===== config.mk =====
export PLATFORM = sky130hd
export DESIGN_NAME = cube_face_orientation_qualifier
export DESIGN_NICKNAME = d
export VERILOG_FILES = /design/src/cfoq_pkg.sv /design/src/cfoq_sense.sv /design/src/cube_face_orientation_qualifier.sv
export VERILOG_INCLUDE_DIRS = /design/src /design/src/src
export SDC_FILE = /design/constraint.sdc
export NUM_CORES = 1
export LEC_CHECK = 0
export ABC_AREA = 1
export BUFFER_PORTS_ARGS = -buffer_cell sky130_fd_sc_hd__buf_2
export CAP_MARGIN = 25
export CORE_MARGIN = 2
export CORE_UTILIZATION = 45
export CTS_CLUSTER_SIZE = 25
export DETAILED_ROUTE_END_ITERATION = 10
export PLACE_DENSITY = 0.6
export RECOVER_POWER = 25
export SLEW_MARGIN = 40
export SYNTH_ARGS = -nofsm -noshare
export SYNTH_HDL_FRONTEND = slang
export SYNTH_SLANG_ARGS = --single-unit

===== constraint.sdc =====
create_clock -name clock -period 10.1 [get_ports clock]
set_clock_uncertainty 0.15 [all_clocks]
set_input_delay 2.02 -clock clock [delete_from_list [all_inputs] [get_ports clock]]
set_output_delay 2.02 -clock clock [all_outputs]
set_load 0.01 [all_outputs]

===== src/cube_face_orientation_qualifier_defines.svh =====
// ----------------------------------------------------------------------------
// Cube face orientation qualifier: assertion macros
// Shared macros for the concurrent checks used in the qualifier RTL.
// ----------------------------------------------------------------------------
`ifndef CUBE_FACE_ORIENTATION_QUALIFIER_DEFINES_SVH
`define CUBE_FACE_ORIENTATION_QUALIFIER_DEFINES_SVH

// Same-cycle implication, disabled while reset is high.
`define CFOQ_ASSERT_SAME(lbl, clk, rst, ante, cons, msg) \
   lbl: assert property (@(posedge clk) disable iff (rst) (ante) |-> (cons)) \
      else $error(msg);

// Next-cycle implication, disabled while reset is high.
`define CFOQ_ASSERT_NEXT(lbl, clk, rst, ante, cons, msg) \
   lbl: assert property (@(posedge clk) disable iff (rst) (ante) |=> (cons)) \
      else $error(msg);

`endif


===== src/cfoq_pkg.sv =====
// ----------------------------------------------------------------------------
// Cube face orientation qualifier package
// Payload types, register map, face codes and shared helpers.
// ----------------------------------------------------------------------------
`default_nettype none

package cfoq_pkg;

   // Default width of the kept timestamps.
   localparam int TIME_BITS_DEFAULT = 32;

   // Face codes.
   localparam logic [2:0] FACE_X_POS = 3'd0;
   localparam logic [2:0] FACE_X_NEG = 3'd1;
   localparam logic [2:0] FACE_Y_POS = 3'd2;
   localparam logic [2:0] FACE_Y_NEG = 3'd3;
   localparam logic [2:0] FACE_Z_POS = 3'd4;
   localparam logic [2:0] FACE_Z_NEG = 3'd5;
   localparam logic [2:0] FACE_NONE  = 3'd6;

   // Register reset values.
   localparam logic [15:0] STILL_THRESHOLD_RESET = 16'd300;
   localparam logic [15:0] FACE_FLOOR_RESET      = 16'd1500;

   // Item kind.
   typedef enum logic {
      MODE_SAMPLE = 1'b0,
      MODE_WAKE   = 1'b1
   } mode_type;

   // Register indexes.
   typedef enum logic [2:0] {
      CSR_GYRO_OFFSET_X   = 3'd0,
      CSR_GYRO_OFFSET_Y   = 3'd1,
      CSR_GYRO_OFFSET_Z   = 3'd2,
      CSR_STILL_THRESHOLD = 3'd3,
      CSR_FACE_FLOOR      = 3'd4,
      CSR_SETTLE_TIME_MS  = 3'd5,
      CSR_SLEEP_DELAY_MS  = 3'd6,
      CSR_SLEEP_ENABLE    = 3'd7
   } csr_index_type;

   // One input beat.
   typedef struct packed {
      mode_type           mode;
      logic [31:0]        time_ms;
      logic signed [15:0] accel_x;
      logic signed [15:0] accel_y;
      logic signed [15:0] accel_z;
      logic signed [15:0] rate_x;
      logic signed [15:0] rate_y;
      logic signed [15:0] rate_z;
   } req_type;

   // One result beat.
   typedef struct packed {
      logic       still;
      logic [2:0] detected_face;
      logic [2:0] stable_face;
      logic       face_report;
      logic       sleep_request;
   } rsp_type;

   // Configuration register set.
   typedef struct packed {
      logic signed [15:0] gyro_offset_x;
      logic signed [15:0] gyro_offset_y;
      logic signed [15:0] gyro_offset_z;
      logic [15:0]        still_threshold;
      logic [15:0]        face_floor;
      logic [15:0]        settle_time_ms;
      logic [31:0]        sleep_delay_ms;
      logic               sleep_enable;
   } cfg_type;

   // Magnitude of a 16-bit signed value; the most negative value gives 32768.
   function automatic logic [16:0] mag16(input logic signed [15:0] v);
      logic signed [16:0] w;
      w = 17'(v);
      return w[16] ? 17'(-w) : 17'(w);
   endfunction

endpackage

`default_nettype wire


===== src/cfoq_sense.sv =====
// ----------------------------------------------------------------------------
// Cube face orientation qualifier: sensor evaluation
// Offset-corrects the gyro axes, decides stillness and picks the dominant
// accelerometer face of one sample.
// ----------------------------------------------------------------------------
`default_nettype none

module cfoq_sense (
   input  cfoq_pkg::req_type sample,
   input  cfoq_pkg::cfg_type cfg,
   output logic              still,
   output logic [2:0]        face
);
   import cfoq_pkg::*;

   logic signed [15:0] rate_cx, rate_cy, rate_cz;
   logic [16:0]        gx, gy, gz;
   logic [16:0]        ax, ay, az;
   logic [19:0]        ax4, ay4, az4, ax5, ay5, az5;
   logic               below_floor;
   logic               x_wins, y_wins, z_wins;

   // Gyro offset correction with 16-bit wrap, then the stillness test.
   assign rate_cx = sample.rate_x - cfg.gyro_offset_x;
   assign rate_cy = sample.rate_y - cfg.gyro_offset_y;
   assign rate_cz = sample.rate_z - cfg.gyro_offset_z;
   assign gx = mag16(rate_cx);
   assign gy = mag16(rate_cy);
   assign gz = mag16(rate_cz);
   assign still = (gx < 17'(cfg.still_threshold)) &&
                  (gy < 17'(cfg.still_threshold)) &&
                  (gz < 17'(cfg.still_threshold));

   // Accelerometer magnitudes scaled by four and by five for the 1.25 ratio.
   assign ax  = mag16(sample.accel_x);
   assign ay  = mag16(sample.accel_y);
   assign az  = mag16(sample.accel_z);
   assign ax4 = 20'(ax) << 2;
   assign ay4 = 20'(ay) << 2;
   assign az4 = 20'(az) << 2;
   assign ax5 = ax4 + 20'(ax);
   assign ay5 = ay4 + 20'(ay);
   assign az5 = az4 + 20'(az);

   assign below_floor = (ax < 17'(cfg.face_floor)) &&
                        (ay < 17'(cfg.face_floor)) &&
                        (az < 17'(cfg.face_floor));
   assign x_wins = (ax4 > ay5) && (ax4 > az5);
   assign y_wins = (ay4 > ax5) && (ay4 > az5);
   assign z_wins = (az4 > ax5) && (az4 > ay5);

   // A winning axis always has a nonzero reading, so the sign bit picks the face.
   always_comb begin
      priority if (below_floor) begin
         face = FACE_NONE;
      end else if (x_wins) begin
         face = sample.accel_x[15] ? FACE_X_NEG : FACE_X_POS;
      end else if (y_wins) begin
         face = sample.accel_y[15] ? FACE_Y_NEG : FACE_Y_POS;
      end else if (z_wins) begin
         face = sample.accel_z[15] ? FACE_Z_NEG : FACE_Z_POS;
      end else begin
         face = FACE_NONE;
      end
   end

endmodule

`default_nettype wire


===== src/cube_face_orientation_qualifier.sv =====
// ----------------------------------------------------------------------------
// Cube face orientation qualifier
// Qualifies accelerometer/gyro samples into a settled cube face, raises face
// reports and sleep requests, and handles wake events.
// ----------------------------------------------------------------------------
// The block takes one beat per clock while req_stall is low and returns one
// result beat per input beat, in order. A beat is registered in the input
// register, then in the result register that drives the result channel and
// holds it while the result side stalls. A beat waits in the input register,
// is evaluated in a single pass of compares and adds, and moves into the
// result register; the face, motion and sleep state is updated as the beat
// moves, so the next beat sees it at once. The input register can take a
// beat while a finished result waits, and stall on the input side rises only
// when both registers are full and the result side stalls. Configuration
// writes are taken in every cycle and should be made while no beat is in flight.
`default_nettype none

module cube_face_orientation_qualifier #(
   parameter int TIME_BITS = cfoq_pkg::TIME_BITS_DEFAULT
) (
   input  logic                    clock,
   input  logic                    reset,
   // input channel
   input  logic                    req_valid,
   output logic                    req_stall,
   input  cfoq_pkg::req_type       req_data,
   // result channel
   output logic                    rsp_valid,
   input  logic                    rsp_stall,
   output cfoq_pkg::rsp_type       rsp_data,
   // configuration channel
   input  logic                    csr_valid,
   output logic                    csr_ready,
   input  cfoq_pkg::csr_index_type csr_index,
   input  logic [31:0]             csr_data
);
   import cfoq_pkg::*;

`include "cube_face_orientation_qualifier_defines.svh"

   localparam int CMP_BITS = (TIME_BITS > 32) ? TIME_BITS : 32;

   cfg_type              cfg_ff, cfg_in;
   logic                 in_valid_ff, in_valid_in;
   req_type              in_ff;
   logic                 out_valid_ff, out_valid_in;
   rsp_type              out_ff, rsp_in;
   logic                 advance, accept;

   logic [2:0]           cand_face_ff, cand_face_in;
   logic [TIME_BITS-1:0] cand_since_ff, cand_since_in;
   logic [2:0]           conf_face_ff, conf_face_in;
   logic [2:0]           rep_face_ff, rep_face_in;
   logic [TIME_BITS-1:0] motion_ff, motion_in;
   logic                 asleep_ff, asleep_in;

   logic                 sense_still;
   logic [2:0]           sense_face;
   logic [TIME_BITS-1:0] now, motion_age, cand_age;
   logic                 sleep_hit;
   logic [2:0]           det;

   // Configuration registers, each write masked to the register width.
   assign csr_ready = 1'b1;

   always_comb begin
      cfg_in = cfg_ff;
      if (csr_valid && csr_ready) begin
         unique case (csr_index)
            CSR_GYRO_OFFSET_X:   cfg_in.gyro_offset_x   = csr_data[15:0];
            CSR_GYRO_OFFSET_Y:   cfg_in.gyro_offset_y   = csr_data[15:0];
            CSR_GYRO_OFFSET_Z:   cfg_in.gyro_offset_z   = csr_data[15:0];
            CSR_STILL_THRESHOLD: cfg_in.still_threshold = csr_data[15:0];
            CSR_FACE_FLOOR:      cfg_in.face_floor      = csr_data[15:0];
            CSR_SETTLE_TIME_MS:  cfg_in.settle_time_ms  = csr_data[15:0];
            CSR_SLEEP_DELAY_MS:  cfg_in.sleep_delay_ms  = csr_data;
            CSR_SLEEP_ENABLE:    cfg_in.sleep_enable    = csr_data[0];
            default:             cfg_in = cfg_ff;
         endcase
      end
   end

   always_ff @(posedge clock) begin
      if (reset) begin
         cfg_ff.gyro_offset_x   <= '0;
         cfg_ff.gyro_offset_y   <= '0;
         cfg_ff.gyro_offset_z   <= '0;
         cfg_ff.still_threshold <= STILL_THRESHOLD_RESET;
         cfg_ff.face_floor      <= FACE_FLOOR_RESET;
         cfg_ff.settle_time_ms  <= '0;
         cfg_ff.sleep_delay_ms  <= '0;
         cfg_ff.sleep_enable    <= 1'b0;
      end else begin
         cfg_ff <= cfg_in;
      end
   end

   // Two-register flow: the input register moves on when the result
   // register is empty or its beat is being taken.
   assign advance      = in_valid_ff && (!out_valid_ff || !rsp_stall);
   assign req_stall    = in_valid_ff && !advance;
   assign accept       = req_valid && !req_stall;
   assign in_valid_in  = accept || (in_valid_ff && !advance);
   assign out_valid_in = advance || (out_valid_ff && rsp_stall);

   always_ff @(posedge clock) begin
      if (reset) begin
         in_valid_ff  <= 1'b0;
         out_valid_ff <= 1'b0;
      end else begin
         in_valid_ff  <= in_valid_in;
         out_valid_ff <= out_valid_in;
      end
   end

   always_ff @(posedge clock) begin
      if (accept) begin
         in_ff <= req_data;
      end
      if (advance) begin
         out_ff <= rsp_in;
      end
   end

   assign rsp_valid = out_valid_ff;
   assign rsp_data  = out_ff;

   // Stillness and face of the beat in the input register.
   cfoq_sense u_sense (
      .sample (in_ff),
      .cfg    (cfg_ff),
      .still  (sense_still),
      .face   (sense_face)
   );

   // Timestamp differences wrap at the kept time width.
   assign now        = TIME_BITS'(in_ff.time_ms);
   assign motion_age = now - motion_ff;
   assign cand_age   = now - cand_since_ff;
   assign sleep_hit  = cfg_ff.sleep_enable && (conf_face_ff != FACE_NONE) &&
                       !asleep_ff &&
                       (CMP_BITS'(motion_age) > CMP_BITS'(cfg_ff.sleep_delay_ms));
   assign det        = sense_still ? sense_face : FACE_NONE;

   // Single-pass evaluation: result and next state of the beat in flight.
   always_comb begin
      cand_face_in  = cand_face_ff;
      cand_since_in = cand_since_ff;
      conf_face_in  = conf_face_ff;
      rep_face_in   = rep_face_ff;
      motion_in     = motion_ff;
      asleep_in     = asleep_ff;
      rsp_in.still         = 1'b0;
      rsp_in.detected_face = FACE_NONE;
      rsp_in.face_report   = 1'b0;
      rsp_in.sleep_request = 1'b0;

      priority if (in_ff.mode == MODE_WAKE) begin
         asleep_in = 1'b0;
         motion_in = now;
      end else if (sleep_hit) begin
         asleep_in            = 1'b1;
         rsp_in.sleep_request = 1'b1;
      end else begin
         rsp_in.still         = sense_still;
         rsp_in.detected_face = det;
         if (!sense_still) begin
            motion_in = now;
         end
         priority if (det == FACE_NONE) begin
            cand_face_in  = FACE_NONE;
            cand_since_in = '0;
         end else if (det != cand_face_ff) begin
            cand_face_in  = det;
            cand_since_in = now;
         end else if ((conf_face_ff != cand_face_ff) &&
                      (cand_age >= TIME_BITS'(cfg_ff.settle_time_ms))) begin
            conf_face_in = cand_face_ff;
            if (cand_face_ff != rep_face_ff) begin
               rep_face_in        = cand_face_ff;
               rsp_in.face_report = 1'b1;
            end
         end
      end
      rsp_in.stable_face = conf_face_in;
   end

   // Face, motion and sleep state, updated as a beat moves to the result.
   always_ff @(posedge clock) begin
      if (reset) begin
         cand_face_ff  <= FACE_NONE;
         cand_since_ff <= '0;
         conf_face_ff  <= FACE_NONE;
         rep_face_ff   <= FACE_NONE;
         motion_ff     <= '0;
         asleep_ff     <= 1'b0;
      end else if (advance) begin
         cand_face_ff  <= cand_face_in;
         cand_since_ff <= cand_since_in;
         conf_face_ff  <= conf_face_in;
         rep_face_ff   <= rep_face_in;
         motion_ff     <= motion_in;
         asleep_ff     <= asleep_in;
      end
   end

   // A sleep request result carries no sample outcome.
   `CFOQ_ASSERT_SAME(a_sleep_clean, clock, reset,
      rsp_valid && rsp_data.sleep_request,
      !rsp_data.still && (rsp_data.detected_face == FACE_NONE) && !rsp_data.face_report,
      "sleep request result carries a sample outcome")

   // A face is only detected on a still sample.
   `CFOQ_ASSERT_SAME(a_face_needs_still, clock, reset,
      rsp_valid && (rsp_data.detected_face != FACE_NONE),
      rsp_data.still,
      "face detected on a moving sample")

   // A report names the face that this very sample confirmed.
   `CFOQ_ASSERT_SAME(a_report_matches, clock, reset,
      rsp_valid && rsp_data.face_report,
      (rsp_data.stable_face == rsp_data.detected_face) &&
      (rsp_data.stable_face != FACE_NONE),
      "face report does not match the confirmed face")

   // A held input beat is still there, unchanged, in the next cycle.
   `CFOQ_ASSERT_NEXT(a_hold_input, clock, reset,
      in_valid_ff && !advance,
      in_valid_ff && $stable(in_ff),
      "held input beat lost")

   // Stall on the input side only while both registers are full and the result side stalls.
   `CFOQ_ASSERT_SAME(a_stall_busy, clock, reset,
      req_stall,
      in_valid_ff && out_valid_ff && rsp_stall,
      "input stalled without a full pipeline")

endmodule

`default_nettype wire

==> results.txt <==
----------------------------------------------------
[GRT]
  First-pass GRT wire length ... 113,000 µm
  Number of global-route vias before repair ... 20.9k
  Number of antenna violations at the first check in global routing ... 4
  Pin count of the biggest net entering global routing ... 102
  Remaining global-route overflow ... 0
  GRT Resource Usage Total ... 23.8%

[Detailed routing]
  Number of DRC violations after detailed-routing iteration 0 ... 1,175
  First-pass detailed-route iteration total ... 6
  Number of nets with antenna violations after detailed routing ... 0
  Routed via count ... 22.5k
  Post-DR vias/cell ... 5.20
  DRC ... 0
  Wire length reported by the detailed router ... 72,400 µm
  Final routed wire length divided by cell count ... 16.7 µm

[STA]
  Sum Neg Setup Slack ... 0 ns
  Hold violation count in the final report ... 0
  Unrepaired setup endpoints after global routing ... no
  Max_slew headroom ... 38.4%
  Slew at the pin closest to its max-slew limit ... 0.920 ns
  Highest clock frequency the design can meet ... 0.121 GHz
  Post-route fraction of the period consumed by the critical path ... 81.8%
  Post-layout min period ... 8.26 ns
  Slew Limit Fails ... 0
  Final setup viols ... 0
  Worst hold-check slack ... 0.303 ns

[Logic synthesis]
  Number of flops mapped to enable cells by yosys ... 138
  Post-synthesis instance total ... 3,350
  Fraction of post-synthesis cell area in the top cell type by area ... 18.1%
  Proportion of register bits with asynchronous set or reset after synthesis ... 0%
  Top-count cell post-synth ... nand2_1
  Yosys synthesis warning count ... 0
  Yosys top cell by area ... ha_1
  Distinct cell type count after synthesis ... 60
  Post-synthesis instance area ... 26,500 µm²
  Dominant synthesized flop cell ... dfxtp_1
  Register bit count reported by yosys ... 343
  Sequential cell area fraction in the yosys report ... 31.2%
  Average size of a mapped cell ... 7.90 µm²
  Most numerous cell types in the synthesized netlist ... nand2_1 (522), inv_1 (475), ha_1 (384)
  Cell types occupying the most area after synthesis ... ha_1 (18%), edfxtp_1 (16%), dfxtp_1 (16%), nand2_1 (7.4%), a21oi_1 (6.9%)

[Die]
  Starting density of the core ... 45.7%
  Number of placement rows ... 88
  X dimension of the die ... 247 µm
  Die ar. ... 60,800 µm²
  I/O Pins ... 181
  Die boundary height ... 247 µm
  Area inside the core boundary ... 57,900 µm²

[Critical path]
  Crit path DAT ... 8.54 ns
  WP data required ... 10.38 ns
  Critical path class ... register to register
  Critical path endpoint category ... register
  Largest fanout on the critical path ... 34
  Nature of the critical path startpoint ... register
  Crit-path slowest cell ... nand2_2
  Critical path's largest stage delay ... 0.57 ns

[Clocking]
  Post-cts gate resize count ... 0
  CTS tree ... yes
  Maximum clock path buffer count ... 3
  Clock edge transition at the registers on the reported setup and hold paths ... 0.06 ns
  Hold-fix buffers, CTS ... 0
  Level count of the clock H-tree ... 2
  Worst-skew pair later-pin latency ... 0.59 ns
  Buffers inserted by post-CTS timing repair ... 0
  Root buffer cell ... clkbuf_16
  Clock tree sinks ... 343
  TritonCTS Buffers ... 42

[Cells and area]
  Total area of multi-input combinational cells ... 16,100 µm²
  Layout cells sized above 1 ... 11.5%
  Register area ... 8250 µm²
  Net count reported at finish ... 4,094
  Filler cells ... 5,739
  Area overhead of the layout relative to synthesis ... 12.0%
  Antenna diode instance count ... 0

[Place]
  Dpl hpwl ... 56,100 µm
  Count of buffers from port buffering ... 179
  Final weighted congestion in routability-driven placement ... 0.964

[Job]
  Max cap viols ... 0

[Run status]
  Status ... finished, final reports clean

[Pwr]
  Pwr per Cell Area ... 166 nW/µm²
  VDD IR-drop max ... 0.152 mV
  LEAKAGE ... 0.0134 µW

[Hold path]
  Tightest Hold Check Type ... register to register

----------------------------------------------------
[cell families (layout without fill, tap and decap cells)]
| group | Yosys count | after routing | synth area share [%] |
|---|---|---|---|
| XOR/XNOR | 202 | 202 | 6.68 |
| flip-flops | 343 | 343 | 31.2 |
| other | 2 | 10 | 0.0284 |
| adder cells (fa/ha/maj) | 392 | 392 | 18.8 |
| AND/OR/NAND/NOR | 1071 | 1071 | 18.7 |
| buffers and inverters | 568 | 777 | 8.30 |
| AO/OA/AOI/OAI | 772 | 772 | 16.4 |
[sequential cells by signal, indices dropped and copies added (netlist names)]
name / count
asleep_ff: 1
cand_face_ff: 3
cand_since_ff: 32
cfg_ff: 129
conf_face_ff: 3
in_ff: 97
in_valid_ff: 1
motion_ff: 32
now: 32
rep_face_ff: 3
rsp_data: 9
rsp_valid: 1
[final timing paths]
path	from	to	slack [ns]	depth (start not counted)
setup / recovery	in_ff[48]	cand_face_ff[2]	1.84	42
hold / removal	motion_ff[0]	motion_ff[0]	0.30	2
setup reg to reg	in_ff[48]	cand_face_ff[2]	1.84	42
hold reg to reg	motion_ff[0]	motion_ff[0]	0.30	2
[where the power goes]
group	leakage, µW	switching, µW	internal [µW]
logic	0.00976	1140	712
registers	0.00301	47.0	1530
clock network	0.000676	628	870
[critical path, delay by kind of cell (launching register included)]
kind | cells | cell delay, ns
XOR/XNOR | 2 | 0.70
AO/OA/AOI/OAI | 12 | 2.12
buffers and inverters | 6 | 0.57
flip-flops | 1 | 0.46
adder cells (fa/ha/maj) | 3 | 0.79
AND/OR/NAND/NOR | 19 | 3.26
[metal layers]
layer / share of wire (%) / wire (µm) / global-route usage [%] / vias to the layer above
met1: 47 / 33900 / 32.0 / 10251
li1: - / - / - / 11713
met2: 46 / 33000 / 40.1 / 441
met3: 4.7 / 3410 / 2.64 / 120
met4: 3.0 / 2140 / 7.30 / 0
met5: 0 / 0 / 0 / -
[area by class of cell]
class | count | share of cell area, %
timing repair buffer | 204 | 3.69
clock buffer | 57 | 3.94
clock inverter | 21 | 0.671
tap | 765 | 3.23
multi-input combinational | 2447 | 54.3
sequential | 343 | 27.8
inverter | 495 | 6.31
[placed cells by master, fill, tap and decap left out, types with 10 or more instances in the layout]
cell type / n
buf_4: 23
nand3b_1: 12
ha_1: 384
nand4_1: 51
dfxtp_1: 205
a21oi_2: 29
nor4_1: 13
conb_1: 10
a211oi_1: 17
o21bai_1: 24
nand3_2: 38
buf_2: 173
a21oi_1: 366
nand2_2: 21
nor3_1: 26
o21ai_0: 231
nand2_1: 522
nand3_1: 149
edfxtp_1: 138
xnor2_1: 61
nor2_1: 195
clkbuf_16: 43
inv_2: 18
o211ai_1: 17
xor2_1: 137
clkbuf_1: 16
inv_1: 471
a21o_1: 24
[through the flow]
step           total power [µW]  area (µm²)  setup slack, ns  cells  utilization [%]
2_1_floorplan              2980       26500             4.04   3358                -
3_3_place_gp               3430       28200             2.08   4251             48.7
3_5_place_dp               3440       28300             1.92   4253             48.8
4_1_cts                    4960       29600             1.87   4331             51.1
5_1_grt                    5300       29600            0.923   4332             51.2
6_report                   4920       29600             1.84   4332             51.2
No activity file was read; power rests on OpenSTA's default activity.
